## src/bblur_pkg.sv

```systemverilog
// ----------------------------------------------------------------------------
// bblur_pkg
// Shared types and constants of the 3x3 box blur: geometry limits, pixel
// layout, operation and register codes, controller states and the
// command/status bundles between controller and datapath.
// ----------------------------------------------------------------------------
package bblur_pkg;

    localparam int MAX_WIDTH  = 1024;
    localparam int MAX_HEIGHT = 1024;

    // Column index into a line memory.
    localparam int COL_W     = $clog2(MAX_WIDTH);
    // Output row index.
    localparam int OUT_ROW_W = $clog2(MAX_HEIGHT);
    // Input row counts on up to the height plus one while draining.
    localparam int IN_ROW_W  = $clog2(MAX_HEIGHT + 2);
    // Width of the geometry registers.
    localparam int DIM_W     = 11;

    localparam logic [DIM_W-1:0] WIDTH_MAX_V  = DIM_W'(MAX_WIDTH);
    localparam logic [DIM_W-1:0] HEIGHT_MAX_V = DIM_W'(MAX_HEIGHT);

    // Operation carried in tuser.
    localparam logic OP_PIXEL = 1'b0;
    localparam logic OP_DRAIN = 1'b1;

    // Configuration register indexes.
    localparam int  CFG_IDX_W        = 1;
    localparam logic [CFG_IDX_W-1:0] CFG_IMAGE_WIDTH  = 1'b0;
    localparam logic [CFG_IDX_W-1:0] CFG_IMAGE_HEIGHT = 1'b1;

    // Steps of the restoring divider: the quotient never exceeds 255.
    localparam int DIV_STEPS = 8;
    localparam int DIV_CNT_W = $clog2(DIV_STEPS);

    typedef struct packed {
        logic [7:0] red;
        logic [7:0] green;
        logic [7:0] blue;
    } t_pixel;

    typedef enum logic [2:0] {
        ST_IDLE,
        ST_SHIFT,
        ST_ROWS,
        ST_TOTAL,
        ST_DIV,
        ST_OUT
    } t_state;

    typedef struct packed {
        logic accept;
        logic shift;
        logic rows;
        logic total;
        logic div_step;
        logic load_out;
    } t_cmd;

    typedef struct packed {
        logic skip;
        logic emit;
        logic div_done;
        logic out_free;
    } t_status;

endpackage

```

## src/bblur_ctrl.sv

```systemverilog
// ----------------------------------------------------------------------------
// bblur_ctrl
// Controller of the box blur: steps one item through line update, row sums,
// total, division and output load.
// ----------------------------------------------------------------------------
module bblur_ctrl (
    input  logic                i_clk,
    input  logic                i_rst_n,
    input  logic                i_in_valid,
    output logic                o_in_ready,
    input  bblur_pkg::t_status  i_status,
    output bblur_pkg::t_cmd     o_cmd
);

    bblur_pkg::t_state r_state;
    bblur_pkg::t_state n_state;

    always_ff @(posedge i_clk) begin
        if (!i_rst_n) begin
            r_state <= bblur_pkg::ST_IDLE;
        end else begin
            r_state <= n_state;
        end
    end

    always_comb begin
        n_state = r_state;
        case (r_state)
            bblur_pkg::ST_IDLE: begin
                if (i_in_valid && !i_status.skip) begin
                    n_state = bblur_pkg::ST_SHIFT;
                end
            end
            bblur_pkg::ST_SHIFT: begin
                n_state = i_status.emit ? bblur_pkg::ST_ROWS : bblur_pkg::ST_IDLE;
            end
            bblur_pkg::ST_ROWS: begin
                n_state = bblur_pkg::ST_TOTAL;
            end
            bblur_pkg::ST_TOTAL: begin
                n_state = bblur_pkg::ST_DIV;
            end
            bblur_pkg::ST_DIV: begin
                if (i_status.div_done) begin
                    n_state = bblur_pkg::ST_OUT;
                end
            end
            bblur_pkg::ST_OUT: begin
                if (i_status.out_free) begin
                    n_state = bblur_pkg::ST_IDLE;
                end
            end
            default: begin
                n_state = bblur_pkg::ST_IDLE;
            end
        endcase
    end

    always_comb begin
        o_in_ready = 1'b0;
        o_cmd      = '0;
        case (r_state)
            bblur_pkg::ST_IDLE: begin
                o_in_ready   = 1'b1;
                o_cmd.accept = i_in_valid;
            end
            bblur_pkg::ST_SHIFT: begin
                o_cmd.shift = 1'b1;
            end
            bblur_pkg::ST_ROWS: begin
                o_cmd.rows = 1'b1;
            end
            bblur_pkg::ST_TOTAL: begin
                o_cmd.total = 1'b1;
            end
            bblur_pkg::ST_DIV: begin
                o_cmd.div_step = 1'b1;
            end
            bblur_pkg::ST_OUT: begin
                o_cmd.load_out = i_status.out_free;
            end
            default: begin
                o_in_ready = 1'b0;
            end
        endcase
    end

endmodule

```

## config.mk

```make
export PLATFORM = sky130hd
export DESIGN_NAME = bblur_ctrl
export DESIGN_NICKNAME = d
export VERILOG_FILES = /design/src/bblur_pkg.sv /design/src/bblur_ctrl.sv
export SDC_FILE = /design/constraint.sdc
export NUM_CORES = 1
export LEC_CHECK = 0
export BUFFER_PORTS_ARGS = -buffer_cell sky130_fd_sc_hd__buf_4
export CAP_MARGIN = 10
export CORE_AREA = 2 2 39 41
export CTS_CLUSTER_DIAMETER = 120
export DETAILED_ROUTE_END_ITERATION = 8
export DIE_AREA = 0 0 41 43
export GPL_ROUTABILITY_DRIVEN = 1
export PLACE_DENSITY = 0.35
export RECOVER_POWER = 25
export SETUP_SLACK_MARGIN = 0.5
export SLEW_MARGIN = 30
export SYNTH_ARGS = -nofsm -noshare
export SYNTH_HDL_FRONTEND = slang
export SYNTH_SLANG_ARGS = --single-unit
export TNS_END_PERCENT = 30
```

## constraint.sdc

```tcl
create_clock -name i_clk -period 1.96 [get_ports i_clk]
set_input_delay 0.49 -clock i_clk [delete_from_list [all_inputs] [get_ports i_clk]]
set_output_delay 0.49 -clock i_clk [all_outputs]
set_load 0.02 [all_outputs]
```

==> metrics <==
status finished, final reports clean; DRT Wirelength between 600 and 700 um; vias in the first global route 200; largest registers r_state (3); worst hold start i_rst_n; Yosys reg bits 3; pre-CTS setup slack approximately 0.48 ns; synth top area cells dfxtp_1 27%, nor3b_2 17%, a2111oi_2 6.6%; FF+latch area ~71 um2; WHS 0.474 ns; DRC 0; EDFF count, synth 0; Nets between 50 and 60; Critical Path RT approximately 1.5 ns; Worst Tran Pin Value approximately 0.31 ns; Ant. Diodes 0; Post-Synthesis Cells 25; num rows 14; Placed Cells 51; net load switching power 0.0772 mW; Most used DFF post-synth dfxtp_1; final setup fails 0; CP Launch Type flip-flop; worst reg2reg setup slack slightly above 0.8 ns; footprint of the multi-input gates 161 um2; Distinct cells, synth 16; Tmin final between 1.5 and 2 ns; I/O Pins 14; Non-Filler Instances slightly above 60; DRT iter0 DRCs 2; initial antenna violation count 0; power share of the clock group around two fifths; GP Congestion approximately 0.65; GR Layer Usage met3 under 10%; max reg flops 3; CTS max path bufs 2; r2r startpoint r_state[2]; cts bufs inserted 3; share of the synthesized area in the top cell type 26.5%; RSZ-0062 raised after global routing yes; max frequency 0.634 GHz; Post-Syn Nets 32; Rel. slew slack between 70% and 80%; share of layout cells above drive strength 1 73.3%; combinational share of power 31.1%; crit-path max cell delay 0.39 ns; grt met2 use a little under a tenth; leakage power about 0.20 nW; CTS root buf clkbuf_4; DR WL/cell 10.1 um; worst setup margin 0.384 ns; GRT Max-Usage Layer met2; setup TNS 0 ns; clock latency on the worst-skew pair about 0.23 ns; CTS tree done; sequential-to-total area share from yosys stat 26.5%; worst hold path cell count 2; largest net degree at the start of global routing 9; Vias 250; Synth top cells by count 3 x dfxtp_1, 3 x nand2_1, 3 x nor3b_2; crit end category output port; min-delay worst type primary input to flip-flop; area leader, netlist dfxtp_1; Setup CP Type flip-flop to output port; final hold violations 0; Tot GR Track Use under 10%; H-tree levels 1; Cell Chain, Critical Path nor3b_1 -> buf_4; Placeable Area 0.00138 mm2; Initial Util ~16%; worst-path fanout max 8; CP arrival 1.09 ns; Clock Sinks 3; DIE AREA around 0.0018 mm2; Top reg by flops r_state; synthesized area ~230 um2; Die Y 43 um; count of input and output buffers 13; first-pass GRT wire length between 800 and 900 um; hold_buf cts 0; Synth Area per Inst 9.06 um2; die width about 41 um; sequential fraction of design power between 20% and 30%; GRT overflow 0; final-report max-slew violation count 0; met1 global-route usage under 10%; Post-synth ARST share 0%; switching portion of total power roughly 29%; fin crit share between 80% and 90%; Slowest cell on crit path dfxtp_4; Hold EP r_state[2]; pwr dens between 600 and 700 mW/mm2; R2R depth 4; Initial DRT Pass Iterations 4; Synth-to-Final Area Change 89.5%; total number of yosys warnings 0; Clock Skew 0.00433 ns; vias per cell just over 4; post-route ant nets 0; VDD IR max 0.000240 V; clk slew on worst S/H paths 0.04 ns; Layout fillers 152; Max Cap Viol 0; FF-to-FF End r_state[0]; internal power about 0.19 mW
==> metrics by stage <==
step / area, um2 / power (mW) / utilization, %
finish: 429 / 0.267 / 31.0
global route: 429 / 0.286 / 31.0
CTS: 418 / 0.271 / 30.2
detailed placement: 339 / 0.145 / 24.5
global placement: 339 / 0.145 / 24.5
floorplan: 243 / 0.119 / -
==> placed cells by master, fill, tap and decap left out <==
cell / count
clkbuf_4: 3
a21oi_1: 2
a2111oi_2: 1
dfxtp_4: 3
o21a_1: 1
clkbuf_1: 1
and2_4: 1
nor3b_1: 1
and4b_1: 1
nor2b_1: 1
buf_6: 2
nand2_1: 3
nand2b_1: 1
buf_4: 17
nor3_4: 1
nor2_2: 1
and2_1: 1
nor3b_2: 3
a211oi_2: 1
==> what timing repair did <==
action,CTS,global route
pin swaps,2,0
buffers inserted,5,1
gates resized for setup,7,3
gates cloned,0,0
setup endpoints to repair,7,7
==> layout make-up <==
| cell class | count | share of cell area [%] |
|---|---|---|
| multi-input cells | 19 | 37.6 |
| clock buffers | 4 | 6.12 |
| repair buffers | 19 | 35.0 |
| well taps | 16 | 4.66 |
| flip-flops and latches | 3 | 16.6 |
==> logic make-up after synthesis <==
| kind of cell | share of synthesized area (%) |
|---|---|
| buffers and inverters | 9.39 |
| and+or+nand+nor | 44.2 |
| AOI/OAI and AO/OA | 19.9 |
| DFF | 26.5 |
==> routing by layer <==
| metal | part of all wire (%) | routed length (um) | up-vias |
|---|---|---|---|
| li1 | - | - | 126 |
| met1 | 41 | 250 | 115 |
| met2 | 50 | 309 | 9 |
| met3 | 9.1 | 56 | 0 |
| met4 | 0 | 0 | 0 |
| met5 | 0 | 0 | - |
==> worst max-delay path, delay by kind of cell, from the launching register on <==
family	cells	cell delay, ns
DFF	1	0.39
and+or+nand+nor	1	0.26
buffers and inverters	1	0.19
==> worst max-delay path by stage <==
stage | to | slack [ns] | cells past startpoint | startpoint
finish | o_cmd[4] | 0.38 | 2 | r_state[0]
global route | o_cmd[4] | 0.33 | 2 | r_state[0]
global placement | o_cmd[4] | 0.48 | 2 | r_state[0]
floorplan | o_cmd[5] | 0.46 | 3 | r_state[2]
detailed placement | o_cmd[4] | 0.48 | 2 | r_state[0]
CTS | o_cmd[5] | 0.40 | 3 | r_state[1]
==> power groups by stage <==
stage / sequential, mW / combinational [mW] / clock, mW
after floorplan: 0.0671 / 0.0514 / 0
after global placement: 0.0797 / 0.0654 / 0
after detailed placement: 0.0796 / 0.0655 / 0
after CTS: 0.0759 / 0.0779 / 0.117
after global routing: 0.0762 / 0.0884 / 0.122
final: 0.0755 / 0.0831 / 0.109
No activity file was read; power rests on OpenSTA's default activity.
